[config.mk]
export PLATFORM = sky130hd
export DESIGN_NAME = accumulator_decimal_cpu_step
export DESIGN_NICKNAME = d
export VERILOG_FILES = /design/src/rtl/lmc_pkg.sv /design/src/rtl/lmc_mem.sv /design/src/rtl/lmc_seq.sv /design/src/rtl/accumulator_decimal_cpu_step.sv
export SDC_FILE = /design/constraint.sdc
export NUM_CORES = 2
export LEC_CHECK = 0
export ABC_AREA = 1
export BUFFER_PORTS_ARGS = -buffer_cell sky130_fd_sc_hd__buf_2
export CORE_MARGIN = 2
export CORE_UTILIZATION = 25
export DETAILED_ROUTE_END_ITERATION = 8
export PLACE_DENSITY_LB_ADDON = 0.08
export SLEW_MARGIN = 20
export SYNTH_ARGS = -nofsm -noshare
export SYNTH_HDL_FRONTEND = slang
export SYNTH_SLANG_ARGS = --single-unit
[constraint.sdc]
create_clock -name i_clk -period 8.5 [get_ports i_clk]
set_input_delay 1.7 -clock i_clk [delete_from_list [all_inputs] [get_ports i_clk]]
set_output_delay 1.7 -clock i_clk [all_outputs]
set_load 0.02 [all_outputs]
[src/rtl/lmc_pkg.sv]
// ----------------------------------------------------------------------------
// lmc_pkg: shared types and constants of the decimal accumulator machine
// Request and result layouts, memory port bundle, opcode names and the
// decimal instruction splitter.
// ----------------------------------------------------------------------------
package lmc_pkg;

    localparam int MEM_WORDS = 100;
    localparam int ADDR_W    = $clog2(MEM_WORDS);
    localparam int WORD_W    = 16;

    localparam logic [ADDR_W-1:0] LAST_ADDR = ADDR_W'(MEM_WORDS - 1);
    localparam logic [ADDR_W-1:0] MEM_TOP   = ADDR_W'(MEM_WORDS);

    // request opcodes
    localparam logic [1:0] OP_WRITE = 2'd0;
    localparam logic [1:0] OP_RESET = 2'd1;
    localparam logic [1:0] OP_EXEC  = 2'd2;

    // instruction codes (hundreds digit of a word)
    localparam logic [3:0] IC_HALT  = 4'd0;
    localparam logic [3:0] IC_ADD   = 4'd1;
    localparam logic [3:0] IC_SUB   = 4'd2;
    localparam logic [3:0] IC_STORE = 4'd3;
    localparam logic [3:0] IC_LOAD  = 4'd5;
    localparam logic [3:0] IC_BR    = 4'd6;
    localparam logic [3:0] IC_BRZ   = 4'd7;
    localparam logic [3:0] IC_BRP   = 4'd8;
    localparam logic [3:0] IC_IO    = 4'd9;

    // operand codes of the I/O instruction
    localparam logic [ADDR_W-1:0] IO_IN  = ADDR_W'(1);
    localparam logic [ADDR_W-1:0] IO_OUT = ADDR_W'(2);

    // reciprocal of 100 for words below 1000: q = (w * 41) >> 12
    localparam logic [15:0] DEC_MUL = 16'd41;
    localparam logic [9:0]  DEC_BASE = 10'd100;
    localparam logic signed [WORD_W-1:0] HALT_LO = -16'sd99;
    localparam logic signed [WORD_W-1:0] HALT_HI = 16'sd99;
    localparam logic signed [WORD_W-1:0] INSN_LO = 16'sd100;
    localparam logic signed [WORD_W-1:0] INSN_HI = 16'sd999;

    typedef struct packed {
        logic [1:0]        opcode;
        logic [ADDR_W-1:0] address;
        logic [WORD_W-1:0] write_data;
        logic [WORD_W-1:0] in_value;
    } t_item;

    typedef struct packed {
        logic [WORD_W-1:0] instr_word;
        logic [WORD_W-1:0] acc;
        logic [ADDR_W-1:0] pc;
        logic              halted;
        logic              out_valid;
        logic              in_taken;
    } t_result;

    typedef struct packed {
        logic              rd_en;
        logic [ADDR_W-1:0] rd_addr;
        logic              wr_en;
        logic [ADDR_W-1:0] wr_addr;
        logic [WORD_W-1:0] wr_data;
    } t_memreq;

    typedef struct packed {
        logic              known;   // halt or a word in 100..999
        logic [3:0]        code;
        logic [ADDR_W-1:0] arg;
    } t_dec;

    // Split a word into hundreds digit and remainder. Only words from -99
    // to 999 decode to anything; the rest leave the machine untouched.
    function automatic t_dec dec_word(input logic signed [WORD_W-1:0] w);
        t_dec       d;
        logic       halt;
        logic [15:0] prod;
        logic [9:0]  rem;
        prod  = {6'b0, w[9:0]} * DEC_MUL;
        rem   = w[9:0] - ({6'b0, prod[15:12]} * DEC_BASE);
        halt  = (w >= HALT_LO) && (w <= HALT_HI);
        d.known = halt || ((w >= INSN_LO) && (w <= INSN_HI));
        d.code  = halt ? IC_HALT : prod[15:12];
        d.arg   = rem[ADDR_W-1:0];
        return d;
    endfunction

endpackage

[src/rtl/lmc_mem.sv]
// ----------------------------------------------------------------------------
// lmc_mem: main memory of the machine
// One write and one read port, registered read data. Per-word valid flags
// make unwritten words read as zero right after reset.
// ----------------------------------------------------------------------------
module lmc_mem
    import lmc_pkg::*;
(
    input  logic              i_clk,
    input  logic              i_rst_n,
    input  t_memreq           i_mreq,
    output logic [WORD_W-1:0] o_rd_data
);

    logic [WORD_W-1:0] r_mem [MEM_WORDS];
    logic [MEM_WORDS-1:0] r_vld;
    logic [WORD_W-1:0] r_q;
    logic              r_q_vld;

    always_ff @(posedge i_clk) begin
        if (i_mreq.wr_en) begin
            r_mem[i_mreq.wr_addr] <= i_mreq.wr_data;
        end
        if (i_mreq.rd_en) begin
            r_q <= r_mem[i_mreq.rd_addr];
        end
    end

    always_ff @(posedge i_clk) begin
        if (!i_rst_n) begin
            r_vld   <= '0;
            r_q_vld <= 1'b0;
        end else begin
            if (i_mreq.wr_en) begin
                r_vld[i_mreq.wr_addr] <= 1'b1;
            end
            if (i_mreq.rd_en) begin
                r_q_vld <= r_vld[i_mreq.rd_addr];
            end
        end
    end

    assign o_rd_data = r_q_vld ? r_q : '0;

endmodule

[src/rtl/lmc_seq.sv]
// ----------------------------------------------------------------------------
// lmc_seq: request sequencer and architectural registers
// Walks each execute request through fetch, decode/operand access and
// execute; write and reset requests finish in the fetch step.
// ----------------------------------------------------------------------------
module lmc_seq
    import lmc_pkg::*;
(
    input  logic              i_clk,
    input  logic              i_rst_n,
    input  logic              i_in_valid,
    input  t_item             i_item,
    output logic              o_in_ready,
    input  logic              i_out_free,
    output logic              o_res_valid,
    output t_result           o_res,
    output t_memreq           o_mreq,
    input  logic [WORD_W-1:0] i_rd_data
);

    typedef enum logic [1:0] {S_IDLE, S_FETCH, S_DECODE, S_EXEC} t_state;

    t_state            r_state, n_state;
    t_item             r_item, n_item;
    logic [ADDR_W-1:0] r_pc, n_pc;
    logic [WORD_W-1:0] r_acc, n_acc;
    logic              r_halt, n_halt;
    logic [WORD_W-1:0] r_word, n_word;
    t_dec              r_dec, n_dec;
    t_dec              dec;
    logic [ADDR_W-1:0] pc_inc;
    logic              finish;
    logic              outv;
    logic              took;

    assign pc_inc = (r_pc == LAST_ADDR) ? '0 : r_pc + 1'b1;
    assign dec    = dec_word(i_rd_data);

    always_comb begin
        n_state = r_state;
        n_item  = r_item;
        n_pc    = r_pc;
        n_acc   = r_acc;
        n_halt  = r_halt;
        n_word  = r_word;
        n_dec   = r_dec;
        o_mreq  = '0;
        finish  = 1'b0;
        outv    = 1'b0;
        took    = 1'b0;
        case (r_state)
            S_IDLE: begin
            end
            S_FETCH: begin
                if (r_item.opcode == OP_EXEC) begin
                    o_mreq.rd_en   = 1'b1;
                    o_mreq.rd_addr = r_pc;
                    n_state        = S_DECODE;
                end else if (i_out_free) begin
                    finish = 1'b1;
                    case (r_item.opcode)
                        OP_WRITE: begin
                            if (r_item.address < MEM_TOP) begin
                                o_mreq.wr_en   = 1'b1;
                                o_mreq.wr_addr = r_item.address;
                                o_mreq.wr_data = r_item.write_data;
                            end
                        end
                        OP_RESET: begin
                            n_pc   = '0;
                            n_acc  = '0;
                            n_halt = 1'b0;
                        end
                        default: begin
                        end
                    endcase
                end
            end
            S_DECODE: begin
                n_word         = i_rd_data;
                n_dec          = dec;
                o_mreq.rd_en   = 1'b1;
                o_mreq.rd_addr = (dec.arg < MEM_TOP) ? dec.arg : '0;
                // store writes back here, ahead of the next fetch
                if (dec.known && dec.code == IC_STORE) begin
                    o_mreq.wr_en   = 1'b1;
                    o_mreq.wr_addr = dec.arg;
                    o_mreq.wr_data = r_acc;
                end
                n_state = S_EXEC;
            end
            S_EXEC: begin
                if (i_out_free) begin
                    finish = 1'b1;
                    if (r_dec.known) begin
                        case (r_dec.code)
                            IC_HALT: begin
                                n_pc   = '0;
                                n_acc  = '0;
                                n_halt = 1'b1;
                            end
                            IC_ADD: begin
                                n_acc = r_acc + i_rd_data;
                                n_pc  = pc_inc;
                            end
                            IC_SUB: begin
                                n_acc = r_acc - i_rd_data;
                                n_pc  = pc_inc;
                            end
                            IC_STORE: begin
                                n_pc = pc_inc;
                            end
                            IC_LOAD: begin
                                n_acc = i_rd_data;
                                n_pc  = pc_inc;
                            end
                            IC_BR: begin
                                n_pc = r_dec.arg;
                            end
                            IC_BRZ: begin
                                n_pc = (r_acc == '0) ? r_dec.arg : pc_inc;
                            end
                            IC_BRP: begin
                                n_pc = !r_acc[WORD_W-1] ? r_dec.arg : pc_inc;
                            end
                            IC_IO: begin
                                if (r_dec.arg == IO_IN) begin
                                    n_acc = r_item.in_value;
                                    took  = 1'b1;
                                    n_pc  = pc_inc;
                                end else if (r_dec.arg == IO_OUT) begin
                                    outv = 1'b1;
                                    n_pc = pc_inc;
                                end
                            end
                            default: begin
                            end
                        endcase
                    end
                end
            end
            default: begin
                n_state = S_IDLE;
            end
        endcase

        o_in_ready = (r_state == S_IDLE) || finish;
        if (finish) begin
            n_state = S_IDLE;
        end
        if (o_in_ready && i_in_valid) begin
            n_state = S_FETCH;
            n_item  = i_item;
        end

        o_res_valid          = finish;
        o_res.instr_word     = (r_state == S_EXEC) ? r_word : '0;
        o_res.acc            = n_acc;
        o_res.pc             = n_pc;
        o_res.halted         = n_halt;
        o_res.out_valid      = outv;
        o_res.in_taken       = took;
    end

    always_ff @(posedge i_clk) begin
        if (!i_rst_n) begin
            r_state <= S_IDLE;
            r_pc    <= '0;
            r_acc   <= '0;
            r_halt  <= 1'b0;
        end else begin
            r_state <= n_state;
            r_pc    <= n_pc;
            r_acc   <= n_acc;
            r_halt  <= n_halt;
        end
    end

    always_ff @(posedge i_clk) begin
        r_item <= n_item;
        r_word <= n_word;
        r_dec  <= n_dec;
    end

endmodule

[src/rtl/accumulator_decimal_cpu_step.sv]
// ----------------------------------------------------------------------------
// accumulator_decimal_cpu_step: decimal accumulator machine, one step per request
// Top level: request port, sequencer, main memory and the result register.
// ----------------------------------------------------------------------------
// Usage:
//   Requests come in on i_valid/o_stall and are taken at a rising edge with
//   i_valid high and o_stall low. A request writes one memory word, clears
//   PC, AC and the halted flag, or runs the instruction at PC. Every request
//   gives exactly one result on o_valid/i_stall, taken at an edge with
//   o_valid high and i_stall low.
//   Steps: a write or reset request finishes in its fetch step; an execute
//   request goes through a fetch read, an operand read or store write, and
//   the update. Throughput: one write or reset request per cycle while the
//   result register is free; after an execute request the next request is
//   taken only as it finishes. The single read port of main memory serves
//   the fetch and then the operand.
//   Reset: synchronous, active low. PC, AC and halted clear, and every memory
//   word reads as zero until written; no clearing pass is needed.
//   Stall: the result register holds while i_stall is high. The next request
//   is still taken and worked up to its last step, then waits for the
//   register to drain. o_stall is high while a request is in work (the fetch
//   and decode cycles of an execute request) and while it waits there.
// ----------------------------------------------------------------------------
module accumulator_decimal_cpu_step
    import lmc_pkg::*;
(
    input  logic              i_clk,
    input  logic              i_rst_n,
    // request channel
    input  logic              i_valid,
    output logic              o_stall,
    input  logic [1:0]        i_opcode,
    input  logic [ADDR_W-1:0] i_address,
    input  logic [WORD_W-1:0] i_write_data,
    input  logic [WORD_W-1:0] i_in_value,
    // result channel
    output logic              o_valid,
    input  logic              i_stall,
    output logic [WORD_W-1:0] o_instr_word,
    output logic [WORD_W-1:0] o_acc,
    output logic [ADDR_W-1:0] o_pc,
    output logic              o_halted,
    output logic              o_out_valid,
    output logic              o_in_taken
);

    t_item             item;
    t_memreq           mreq;
    t_result           res;
    t_result           r_res;
    logic              r_valid;
    logic              in_ready;
    logic              res_valid;
    logic              out_free;
    logic [WORD_W-1:0] rd_data;

    // pack the request fields
    assign item.opcode     = i_opcode;
    assign item.address    = i_address;
    assign item.write_data = i_write_data;
    assign item.in_value   = i_in_value;

    // the result register can take a new result when empty or draining
    assign out_free = !r_valid || !i_stall;
    assign o_stall  = !in_ready;

    lmc_seq u_seq (
        .i_clk       (i_clk),
        .i_rst_n     (i_rst_n),
        .i_in_valid  (i_valid),
        .i_item      (item),
        .o_in_ready  (in_ready),
        .i_out_free  (out_free),
        .o_res_valid (res_valid),
        .o_res       (res),
        .o_mreq      (mreq),
        .i_rd_data   (rd_data)
    );

    lmc_mem u_mem (
        .i_clk     (i_clk),
        .i_rst_n   (i_rst_n),
        .i_mreq    (mreq),
        .o_rd_data (rd_data)
    );

    // result register: load on a finished step, drop once taken
    always_ff @(posedge i_clk) begin
        if (!i_rst_n) begin
            r_valid <= 1'b0;
        end else if (res_valid) begin
            r_valid <= 1'b1;
        end else if (!i_stall) begin
            r_valid <= 1'b0;
        end
    end

    always_ff @(posedge i_clk) begin
        if (res_valid) begin
            r_res <= res;
        end
    end

    assign o_valid      = r_valid;
    assign o_instr_word = r_res.instr_word;
    assign o_acc        = r_res.acc;
    assign o_pc         = r_res.pc;
    assign o_halted     = r_res.halted;
    assign o_out_valid  = r_res.out_valid;
    assign o_in_taken   = r_res.in_taken;

endmodule

==> impl_metrics.tcl <==
set metrics [dict create \
    num_vias 51000 \
    cap_violations 0 \
    rows 205 \
    post-route-min-period_ns 7.98 \
    r2r_slack_ns 0.52 \
    remaining_drc_errors 0 \
    switching_share_pct 21.4 \
    gp_congestion 0.834 \
    hold_viol 0 \
    tightest_slew_ns 1.22 \
    cp_slowest_cell "dfxtp_2" \
    grt_antenna_before_repair 13 \
    place.port_buffers 88 \
    crit_path_end_kind "flop" \
    routed-wl-met3_um 13800 \
    critPathLaunchType "flop" \
    fin_tns_setup_ns 0 \
    dpl.hpwl_um 173000 \
    drtAntennaViolNets 0 \
    critPathTopFamily "simple AND/OR/NAND/NOR gates" \
    synthTopCellsByArea "edfxtp_1, o211ai_1, nand3_1, or2_2, dfxtp_1" \
    hold_start "u_mem.r_vld[66]" \
    rsz0062_at_grt "no" \
    cts_tree "done" \
    fin_nets 6385 \
    yosysMostFrequentCell "edfxtp_1" \
    yosysWarnings 0 \
    htreeDepth 4 \
    slew_violations 0 \
    clk_pin_slew_worst_paths_ns 0.07 \
    dieHeight_um 564 \
    power.switching_mw 4.14 \
    root_buffer "clkbuf_16" \
    layout-drive-gt1-share_pct 20.1 \
    async_flop_share_pct 0 \
    p_leak_nw 32.9 \
    routed_wl_um 292000 \
    start_util_pct 25.1 \
    wl_met2_um 131000 \
    globalRoute.totalOverflow 0 \
    peakVddDrop_mv 0.152 \
    ys.flop_type "edfxtp_1" \
    ys_seq_area_share_pct 69.4 \
    path_buf_inv 5 \
    fp.coreArea_mm2 0.312 \
    worstPathRequired_ns 9.14 \
    fin_crit_sh_pct 93.9 \
    ios 89 \
    cts_buffers 222 \
    critPathMostFrequentCell "nand2_1" \
    clkPwrFrac_pct 47.6 \
    yosysTopAreaCell "edfxtp_1" \
    clockBufferDepth 4 \
    gr-usage-all-layers_pct 18.0 \
    max_freq_mhz 125 \
    critPathMaxStageDelay_ns 0.53 \
    ys_ff_latch 1853 \
    setup_viol 0 \
    die_area_mm2 0.318 \
    startpoint "u_mem.r_q_vld" \
    wl_per_cell_um 27.5 \
    synthToLayoutAreaGrowth_pct 17.9 \
    yosysTopAreaCellShare_pct 66.1 \
    worstPathArrival_ns 8.62 \
    clkSinkCount 1853 \
    powerDensity_mw_per_mm2 210 \
    grt_first_pass_wirelength_um 410000 \
    postSynthAreaPerCell_um2 12.9 \
    power_mw 19.4 \
    viasPerCell 4.81 \
    syn_area_mm2 0.0783 \
    slew_headroom_pct 18.8 \
    synth_nets 6199 \
    p_int_mw 15.2 \
    top_layer "met5" \
    grt_pass1_vias 50600 \
    drt-initial-drc-count 4451 \
    clock_latency_ns 0.91 \
    crit_type "flop to flop" \
    yosysUniqueCellTypes 58 \
    share_seq_of_total_power_pct 51.3 \
    drtPass1Iterations 5 \
    hp-class "flop to flop" \
    r2r-start "u_mem.r_q_vld" \
    path_max_fanout 42 \
    die_x_um 564 \
    skew_ns 0.0748 \
    cts_hold_buf 0 \
    synth_common_cells "edfxtp_1, nand3_1, o211ai_1" \
    synth_cells 6096 \
    wl_met1_um 142000 \
    status "completed" \
    power_frac_comb_pct 1.2 \
    grt_start_max_net_pins 111 \
    synth_edf_count 1725 \
]
-- per-layer routing --
layer  vias to the layer above  GRT usage, %
met2                      1244          28.0
met3                       312          2.60
li1                      23000             -
met1                     26400          26.5
met5                         -             0
met4                         2          3.52
-- metrics by stage --
stage	hold slack (ns)	instance area, um2	instances	setup WS, ns	util (%)
floorplan	0.431	78300	6096	1.43	-
global placement	0.439	85300	10200	0.0115	27.4
detailed placement	0.446	85400	10200	0.223	27.4
CTS	0.459	92300	10600	0.172	29.6
global route	0.471	92400	10600	0.0795	29.6
finish	0.455	92400	10600	0.522	29.6
-- worst register-to-register path: cells and delay by family (launching register included) --
kind | cells | cell delay [ns]
buffers and inverters | 5 | 1.03
xor gates and xnor gates | 1 | 0.20
AOI/OAI and AO/OA | 4 | 0.73
DFF | 1 | 0.53
adders and majority gates | 6 | 1.94
and+or+nand+nor | 20 | 3.32
-- worst paths after layout --
check | to | depth (start not counted)
worst max-delay path | u_mem.r_q[4] | 36
worst min-delay path | u_mem.r_vld[66] | 1
worst max register to register | u_mem.r_q[4] | 36
worst min register to register | u_mem.r_vld[66] | 1
-- power groups by stage --
stage / logic, mW / registers (mW) / clock network, mW
2_1_floorplan: 0.0819 / 10.1 / 0
3_3_place_gp: 0.225 / 10.1 / 0
3_5_place_dp: 0.226 / 10.1 / 0
4_1_cts: 0.227 / 9.92 / 9.49
5_1_grt: 0.239 / 9.92 / 9.82
6_report: 0.224 / 9.93 / 9.21
-- area by class of cell --
| cell class | count | area, um2 |
|---|---|---|
| Clock inverter | 81 | 684 |
| Tap cell | 4140 | 5180 |
| Timing Repair Buffer | 369 | 3260 |
| Inverter | 246 | 933 |
| Clock buffer | 328 | 6240 |
| Sequential cell | 1853 | 54400 |
| Fill cell | 31700 | 220000 |
| Antenna cell | 2 | 5.00 |
| Multi-Input combinational cell | 3590 | 21700 |
-- logic make-up after synthesis --
group	count (synthesis)	synth area share [%]
AO/OA/AOI/OAI	1074	9.91
XOR/XNOR	21	0.244
adder cells (fa/ha/maj)	58	0.974
buffers and inverters	653	3.60
flip-flops	1853	69.4
AND/OR/NAND/NOR	2437	15.9
-- cells in the final DEF, fill, tap and decap left out, drive strengths merged, types with 19 or more instances in the layout --
cell       n
edfxtp  1725
a21oi     83
o211ai   797
o21ai     52
nand2    445
nand3    849
clkinv    71
nor2     294
buf      369
xor2      19
ha        53
nand3b    20
dfxtp    128
o21a      83
or2      793
inv      246
clkbuf   328
-- repair_timing --
item | 4_1_cts | 5_1_grt
gates resized for setup | 0 | 2
setup buffers | 0 | 2
endpoints found under the setup margin | 0 | 15
-- state kept, by name, summed over array words and instances, names as in the netlist --
signal / cells
u_mem.r_mem: 1600
u_mem.r_vld: 100
u_seq.r_item: 41
o_acc: 16
o_instr_word: 16
u_mem.r_q: 16
u_seq.r_acc: 16
u_seq.r_word: 14
u_seq.r_dec: 12
o_pc: 7
u_seq.r_pc: 7
u_seq.r_state: 2
o_halted: 1
o_in_taken: 1
o_out_valid: 1
o_valid: 1
u_mem.r_q_vld: 1
u_seq.r_halt: 1
Power figures use the tool's default switching activity.
